===== src/design/lrk_pkg.sv =====
// ----------------------------------------------------------------------------
// lrk_pkg: shared types and constants for the LRU-K frame replacer
// Command codes, register index and the cell operation word.
// ----------------------------------------------------------------------------
package lrk_pkg;

  localparam logic [2:0] CMD_RECORD = 3'd0;
  localparam logic [2:0] CMD_SET_EV = 3'd1;
  localparam logic [2:0] CMD_REMOVE = 3'd2;
  localparam logic [2:0] CMD_EVICT  = 3'd3;
  localparam logic [2:0] CMD_SIZE   = 3'd4;

  localparam int unsigned REG_K_DEPTH = 0;
  localparam logic [3:0]  K_RESET     = 4'd2;

  typedef struct packed {
    logic cmd_record;
    logic cmd_set_ev;
    logic cmd_remove;
    logic clr;
    logic mark;
  } cell_op_t;

endpackage


===== src/design/lrk_cell.sv =====
// ----------------------------------------------------------------------------
// lrk_cell: one frame of the replacer
// Holds a frame's flags and stamp ring, and during evict compares its rank
// against the candidate handed in from the left neighbor.
// ----------------------------------------------------------------------------
module lrk_cell #(
  parameter int unsigned KMax     = 8,
  parameter int unsigned TimeBits = 32,
  parameter int unsigned FrameW   = 4
) (
  input  logic                         clk_i,
  input  logic                         rst_ni,
  input  logic                         sel_i,
  input  lrk_pkg::cell_op_t            op_i,
  input  logic [TimeBits-1:0]          time_i,
  input  logic [$clog2(KMax+1)-1:0]    k_i,
  input  logic [FrameW-1:0]            idx_i,
  input  logic                         scan_i,
  input  logic                         c_found_i,
  input  logic                         c_cls_i,
  input  logic [TimeBits-1:0]          c_time_i,
  input  logic [FrameW-1:0]            c_idx_i,
  output logic                         c_found_o,
  output logic                         c_cls_o,
  output logic [TimeBits-1:0]          c_time_o,
  output logic [FrameW-1:0]            c_idx_o,
  output logic                         present_o,
  output logic                         evict_o
);
  localparam int unsigned HW = (KMax > 1) ? $clog2(KMax) : 1;
  localparam int unsigned CW = $clog2(KMax+1);

  logic               present_q, evict_q;
  logic [CW-1:0]      count_q;
  logic [HW-1:0]      head_q;
  logic [TimeBits-1:0] ring_q [KMax];

  logic               cls;
  logic [TimeBits-1:0] stamp;
  logic [HW:0]        pos;
  logic               better;

  always_comb begin
    pos = {1'b0, head_q} + (HW+1)'(KMax - 1) - {1'b0, k_i[HW-1:0]} + (HW+1)'(1);
    if (CW'(count_q) < k_i) begin
      cls   = 1'b0;
      stamp = ring_q[0];
    end else begin
      cls   = 1'b1;
      if (KMax == 1) stamp = ring_q[0];
      else if (pos >= (HW+1)'(KMax)) stamp = ring_q[HW'(pos - (HW+1)'(KMax))];
      else stamp = ring_q[pos[HW-1:0]];
    end
    better = present_q && evict_q &&
             (!c_found_i || (cls < c_cls_i) || (cls == c_cls_i && stamp < c_time_i));
  end

  always_ff @(posedge clk_i or negedge rst_ni) begin
    if (!rst_ni) begin
      present_q <= 1'b0;
      evict_q   <= 1'b0;
      count_q   <= '0;
      head_q    <= '0;
    end else if (op_i.clr && sel_i) begin
      present_q <= 1'b0;
      evict_q   <= 1'b0;
      count_q   <= '0;
      head_q    <= '0;
    end else if (sel_i && op_i.cmd_record) begin
      present_q <= 1'b1;
      if (!present_q) begin
        evict_q <= 1'b0;
        count_q <= CW'(1);
        head_q  <= (KMax > 1) ? HW'(1) : '0;
      end else begin
        if (count_q != CW'(KMax)) count_q <= count_q + CW'(1);
        head_q <= (KMax > 1 && head_q == HW'(KMax-1)) ? '0 :
                  (KMax > 1) ? head_q + HW'(1) : '0;
      end
    end else if (sel_i && op_i.cmd_set_ev && present_q) begin
      evict_q <= op_i.mark;
    end
  end

  always_ff @(posedge clk_i) begin
    if (sel_i && op_i.cmd_record && !op_i.clr) begin
      if (!present_q) ring_q[0] <= time_i;
      else ring_q[head_q] <= time_i;
    end
  end

  always_ff @(posedge clk_i or negedge rst_ni) begin
    if (!rst_ni) begin
      c_found_o <= 1'b0;
      c_cls_o   <= 1'b0;
      c_time_o  <= '0;
      c_idx_o   <= '0;
    end else if (scan_i) begin
      c_found_o <= better | c_found_i;
      c_cls_o   <= better ? cls : c_cls_i;
      c_time_o  <= better ? stamp : c_time_i;
      c_idx_o   <= better ? idx_i : c_idx_i;
    end
  end

  assign present_o = present_q;
  assign evict_o   = evict_q;
endmodule


===== config.mk =====
export PLATFORM = sky130hd
export DESIGN_NAME = lrk_cell
export DESIGN_NICKNAME = d
export VERILOG_FILES = /design/src/design/lrk_pkg.sv /design/src/design/lrk_cell.sv
export SDC_FILE = /design/constraint.sdc
export NUM_CORES = 1
export LEC_CHECK = 0
export ABC_AREA = 1
export BUFFER_PORTS_ARGS = -buffer_cell sky130_fd_sc_hd__buf_4
export CAP_MARGIN = 20
export CORE_ASPECT_RATIO = 1.2
export CORE_MARGIN = 3
export CORE_UTILIZATION = 25
export DETAILED_ROUTE_END_ITERATION = 8
export GPL_TIMING_DRIVEN = 0
export SLEW_MARGIN = 20
export SYNTH_ARGS = -nofsm -noshare
export SYNTH_HDL_FRONTEND = slang
export SYNTH_SLANG_ARGS = --single-unit

===== constraint.sdc =====
create_clock -name clk_i -period 8.5 [get_ports clk_i]
set_clock_uncertainty 0.05 [all_clocks]
set_input_delay 0 -clock clk_i [delete_from_list [all_inputs] [get_ports clk_i]]
set_output_delay 0 -clock clk_i [all_outputs]
set_load 0.01 [all_outputs]

==> flow_summary.yaml, run 1 <==
outcome:
  status: "finished, final reports clean"
timing:
  fin_setup_tns_ns: 0
  setup_ws_ns: 2.152
  relSlewSlack: 0.5083
  period_share: 0.7468
  worst_pin_slew_ns: 0.7375
  rsz0062_at_grt: "false"
  setup_violations: 0
  clock.fmax_mhz: 157.5
  final_hold_viol_count: 0
  report.final.slew_viol_count: 0
  fin_crit_ns: 6.348
global_route:
  antenna_found_initial: 5
  grt_pass1_vias: 10840
  grt_usage: 0.1367
  grt.overflow.total: 0
  grt_pass1_wl_um: 62110
  grt_max_degree: 48
final_layout:
  finalNetCount: 1694
  drive_gt1_frac: 0.1359
  area_growth_pct: 30.47
worst_hold_path:
  min_to: "ring_q[2][22]"
  min-delay-start: "time_i[22]"
  min_path_type: "input pin to flop"
  whs_path_depth: 2
power_and_ir_drop:
  ir_worst_vdd_v: 0.0001284
  power.density_nw_per_um2: 210.4
  p_leak_nw: 7.054
setup_path:
  worstPathArrival_ns: 6.73
  worstPathMaxFanout: 10
  cp-start-kind: "flop"
  endpoint_kind: "flop"
  worstSetupPathType: "flop to flop"
  slowest_stage: "clkbuf_1"
  r2r-end: "c_time_o[14]"
  ff2ff_path_depth: 26
  r2r-start: "head_q[0]"
  reg2reg_slack_ns: 2.15
  cp_slowest_stage_delay_ns: 0.59
  worst_path_most_repeated_cell: "nand2_1"
  cp.required_ns: 8.88
synthesis:
  synthSimpleGateAreaFrac: 0.1749
  ys_seq_area_frac: 0.6448
  ys_ff_latch: 303
  synth-compound-area-share: 0.08974
  yosys.area_share.adder: 0.03786
  synth_cells: 1288
  syn-cell-area_um2: 13750
  ys_warn_count: 0
  avgSynthCellArea_um2: 10.67
  synth_cell_type_count: 35
  synth_top_family_by_area: "simple AND/OR/NAND/NOR gates"
  mappedNetlistNets: 1416
  muxShareOfSynthArea: 0
  synthXorXnorAreaFrac: 0.0006371
clocking:
  cts_tree: "done"
  cts_made_buffers: 29
  clkSlewWorstSetupHoldPaths_ns: 0.06
  clk_path_buf_depth: 3
  clock_latency_ns: 0.57
  htreeDepth: 1
  cts_root_buf: "clkbuf_16"
  cts.sinks: 303
  post_cts_buffers: 0
run:
  drv_cap: 0
place:
  dpl.hpwl_um: 29190
  port_buffers: 125
  place_ws_ns: 3.173
  gp_congestion: 0.7906
routing:
  route.detailed.drc: 0
  routedWlPerCell_um: 17.68
  ant_nets: 0
  drtPass1Iterations: 6
  viasPerCell: 4.618
  route.vias.total: 10650
  wirelength_um: 40760
  drt-initial-drc-count: 882
die:
  die_h_um: 262.9
  start_util: 0.2546
  coreArea_um2: 53990
  io_pins: 127
  fp.dieW_um: 220.1
  dieArea_um2: 57850
  rows: 93
==> cell usage in the layout (no fill, tap or decap), drive strengths merged, types with 32 or more instances in the layout <==
| cell | instances |
|---|---|
| inv | 109 |
| clkbuf | 79 |
| dfrtp | 47 |
| nand2 | 383 |
| dlygate4sd3 | 112 |
| nor2 | 32 |
| a21oi | 75 |
| a31oi | 32 |
| buf | 158 |
| ha | 40 |
| nand3 | 145 |
| edfxtp | 256 |
==> worst max-delay path: cells and delay by family, from the launching register on <==
family,cells,cell delay [ns]
AND/OR/NAND/NOR,10,0.96
flip-flops,1,0.40
buffers and inverters,9,3.15
AO/OA/AOI/OAI,5,1.02
adder cells (fa/ha/maj),2,0.62
==> metal layers <==
layer	up-vias	routed length [um]	global-route usage
met3	61	2676	0.01954
met4	2	864	0.04387
met2	404	21050	0.2514
met1	5122	16160	0.1622
li1	5056	-	-
met5	-	7	0
==> logic make-up (layout without fill, tap and decap cells) <==
kind of cell,count (synthesis),count (layout)
compound gates,195,195
xor+xnor,1,1
fa+ha+maj,41,41
buf+inv,179,480
flops,303,303
other cells,0,4
simple gates,569,569
==> stage by stage <==
stage	cell area, um2	power, W	hold WS (ns)	util	instances
final	17940	0.003773	0.1631	0.3322	2305
after CTS	17930	0.003791	0.1449	0.3320	2301
after floorplan	13750	0.002167	-0.3456	-	1288
after global routing	17930	0.003951	0.1699	0.3320	2301
after detailed placement	15870	0.002481	0.01675	0.2939	2134
after global placement	15580	0.002460	0.009467	0.2885	2125
==> how the worst max path moves through the flow <==
stage	from	to	slack, ns	cells past startpoint
finish	head_q[0]	c_time_o[14]	2.15	26
global route	head_q[0]	c_idx_o[1]	1.78	26
floorplan	head_q[0]	c_time_o[10]	4.61	23
global placement	head_q[0]	c_time_o[19]	3.36	24
detailed placement	head_q[0]	c_time_o[19]	3.17	24
CTS	head_q[0]	c_time_o[15]	2.14	26
==> cells in the mapped netlist (all sizes together) <==
| cell type | number | share of area |
|---|---|---|
| xor2 | 1 | 0.00064 |
| nor4 | 2 | 0.00091 |
| a31oi | 32 | 0.015 |
| inv | 108 | 0.029 |
| ha | 40 | 0.036 |
| a21boi | 1 | 0.00055 |
| o221a | 1 | 0.00082 |
| o221ai | 4 | 0.0025 |
| fa | 1 | 0.0015 |
| buf | 23 | 0.0095 |
| nor2 | 32 | 0.0087 |
| nand3 | 145 | 0.056 |
| a211oi | 3 | 0.0016 |
| and2 | 1 | 0.00046 |
| edfxtp | 256 | 0.56 |
| o21ai | 19 | 0.0069 |
| or4 | 1 | 0.00055 |
| clkbuf | 48 | 0.013 |
| dfrtp | 47 | 0.086 |
| o21a | 29 | 0.016 |
| nand2 | 383 | 0.11 |
| nor3 | 2 | 0.00073 |
| a221oi | 29 | 0.018 |
| a21oi | 75 | 0.027 |
| nand4 | 2 | 0.00091 |
| o211ai | 1 | 0.00055 |
| nor3b | 1 | 0.00055 |
| o21bai | 1 | 0.00055 |
==> layout make-up <==
cell class | count | area [um2]
Antenna cell | 4 | 10.01
Timing Repair Buffer | 247 | 2320
Clock inverter | 23 | 175.2
Fill cell | 5391 | 36060
Clock buffer | 31 | 733.2
Multi-Input combinational cell | 806 | 4228
Inverter | 108 | 405.4
Tap cell | 712 | 890.9
Sequential cell | 303 | 8864
Buffer | 71 | 310.3
==> timing repair <==
item | 4_1_cts | 5_1_grt
resized for setup | 0 | 0
hold endpoints to repair | 351 | 0
hold buffers | 113 | 0
==> power by group <==
part	total [W]	internal, W	switching [W]
logic	0.000840	0.000320	0.000520
registers	0.00168	0.00165	0.0000271
clock network	0.00125	0.000686	0.000567
==> state kept, by name, indices dropped and copies added, names as in the netlist <==
| name | count |
|---|---|
| c_idx_o | 4 |
| evict_o | 1 |
| present_o | 1 |
| head_q | 3 |
| c_cls_o | 1 |
| count_q | 4 |
| c_time_o | 32 |
| c_found_o | 1 |
| ring_q | 256 |
No activity file was read; power rests on OpenSTA's default activity.
==> run 2, diff against run 1 <==
==> constraint.sdc (replaced) <==
create_clock -name clk_i -period 5.4 [get_ports clk_i]
set_clock_uncertainty 0.05 [all_clocks]
set_input_delay 0 -clock clk_i [delete_from_list [all_inputs] [get_ports clk_i]]
set_output_delay 0 -clock clk_i [all_outputs]
set_load 0.01 [all_outputs]
==> run 2 against run 1 <==
Net effect: global-route usage is 0.20 points lower; register-to-register slack worse by 1.8 ns; fmax is 25% higher; sequential share of layout area is 0.71 points higher; largest cell class unchanged; largest power group unchanged.
==> flow_summary.yaml, run 2 (synthesis results as in run 1) <==
clocking:
  clock_latency_ns: 0.57
  clk_path_buf_depth: 3
  cts_tree: "done"
  clkSlewWorstSetupHoldPaths_ns: 0.07
  htreeDepth: 1
  cts_made_buffers: 29
  cts.sinks: 303
  cts_root_buf: "clkbuf_16"
place:
  place_ws_ns: 0.07277
  placed_area_um2: 15870
  dpl.hpwl_um: 29190
  port_buffers: 125
  gp_congestion: 0.7906
setup_path:
  worst-path-buf-inv: 6
  critical-path-top-delay-family: "simple AND/OR/NAND/NOR gates"
  cp.required_ns: 5.81
  worst_path_most_repeated_cell: "nand2_1"
  slowest_stage: "fa_1"
  worstSetupPathType: "flop to flop"
  cp-start-kind: "flop"
  path_cells: "inv_1 -> ha_1 -> inv_1 -> fa_1 -> buf_2 -> clkbuf_1 -> o21ai_0 -> o221ai_1 -> nand2_1 -> nand2_1 -> o21ai_0 -> inv_1 -> ha_1 -> nand2_1 -> or4_1 -> nor4_1 -> nand2_1 -> nand2_1 -> nand2_2 -> nand2_4 -> buf_2 -> nand2_1 -> nand3_1 -> nand2_1"
  endpoint_kind: "flop"
  worstPathMaxFanout: 10
  worstPathArrival_ns: 5.50
  cp_slowest_stage_delay_ns: 0.52
timing:
  clock.fmax_mhz: 196.4
  setup_ws_ns: 0.3082
  period_share: 0.9429
  report.final.slew_viol_count: 0
  holdWs_ns: 0.1644
  final_hold_viol_count: 0
  relSlewSlack: 0.5317
  rsz0062_at_grt: "false"
  setup_violations: 0
  worst_pin_slew_ns: 0.7008
  fin_crit_ns: 5.092
  fin_setup_tns_ns: 0
global_route:
  grt_pass1_vias: 10620
  antenna_found_initial: 5
  grt_pass1_wl_um: 61150
  grt_usage: 0.1346
  grt_max_degree: 48
  grt.overflow.total: 0
routing:
  wirelength_um: 39770
  drt-initial-drc-count: 942
  viasPerCell: 4.608
  route.detailed.drc: 0
  ant_nets: 0
  routedWlPerCell_um: 17.46
  drtPass1Iterations: 5
  route.vias.total: 10490
final_layout:
  n_fill_cell: 5401
  most-common-layout-cells: "nand2_1, edfxtp_1, nand3_1, buf_4, inv_1"
  top_regs: "ring_q x256, c_time_o x32"
  area_growth_pct: 28.63
  finalNetCount: 1666
  regMostFlops: "ring_q"
  largest_register_ffs: 256
  layout.cells.most_common: "nand2_1"
  drive_gt1_frac: 0.1454
  utilization: 0.3275
  final_area_um2: 17680
die:
  start_util: 0.2546
  coreArea_um2: 53990
  dieArea_um2: 57850
  die_h_um: 262.9
  io_pins: 127
  fp.dieW_um: 220.1
  rows: 93
run:
  drv_cap: 0
outcome:
  status: "finished, final reports clean"
power_and_ir_drop:
  p_leak_nw: 6.988
  power.density_nw_per_um2: 332.5
  ir_worst_vdd_v: 0.0002013
worst_hold_path:
  min_path_type: "input pin to flop"
-- run 2: cell types whose count changed in the layout (fill, tap and decap cells not counted) --
cell,previous run,this run
clkbuf_2,0,10
dlygate4sd3_1,112,86
buf_2,5,6
clkbuf_1,50,39
buf_1,12,10
-- run 2: path summary, 6_finish.rpt --
check                                   from  slack [ns]       endpoint  cells after the start
min in group asynchronous             rst_ni        0.47        c_cls_o                      4
worst min register to register  c_time_o[16]        0.43   c_time_o[16]                      2
max in group asynchronous             rst_ni        4.61   c_time_o[23]                      4
worst max register to register     head_q[0]        0.31   c_time_o[19]                     24
worst min-delay path              time_i[22]        0.16  ring_q[2][22]                      2
worst max-delay path               head_q[0]        0.31   c_time_o[19]                     24
-- run 2: area by class of cell --
cell class	instances	area [um2]	share of cell area
flip-flops and latches	303	8864	0.5013
multi-input cells	806	4228	0.2391
repair buffers	221	2059	0.1165
well taps	712	890.9	0.05038
clock buffers	31	733.2	0.04147
inverters	108	405.4	0.02293
plain buffers	69	316.6	0.01790
clock inverters	23	175.2	0.009907
diodes	4	10.01	0.0005661
-- run 2: report_power, final --
group	internal (W)	leakage (nW)	switching [W]
Combinational	0.000468	3.67	0.000806
Clock	0.00108	0.437	0.000883
Sequential	0.00260	2.88	0.0000408
Total	0.00415	6.99	0.00173
-- run 2: through the flow --
| stage | total power [W] | std cells |
|---|---|---|
| floorplan | 0.003412 | 1288 |
| global placement | 0.003873 | 2125 |
| detailed placement | 0.003906 | 2134 |
| CTS | 0.005927 | 2275 |
| global route | 0.006170 | 2273 |
| finish | 0.005879 | 2277 |
-- run 2: timing repair --
item	4_1_cts	5_1_grt
hold endpoints to repair	351	0
hold buffers	87	0
setup buffers	0	0
endpoints found under the setup margin	0	37
resized for setup	0	21
-- run 2: per-layer routing --
layer  part of all wire  global-route usage
met2               0.51              0.2454
met4              0.024             0.04387
met1               0.41              0.1614
met3              0.058             0.01943
met5            0.00018                   0
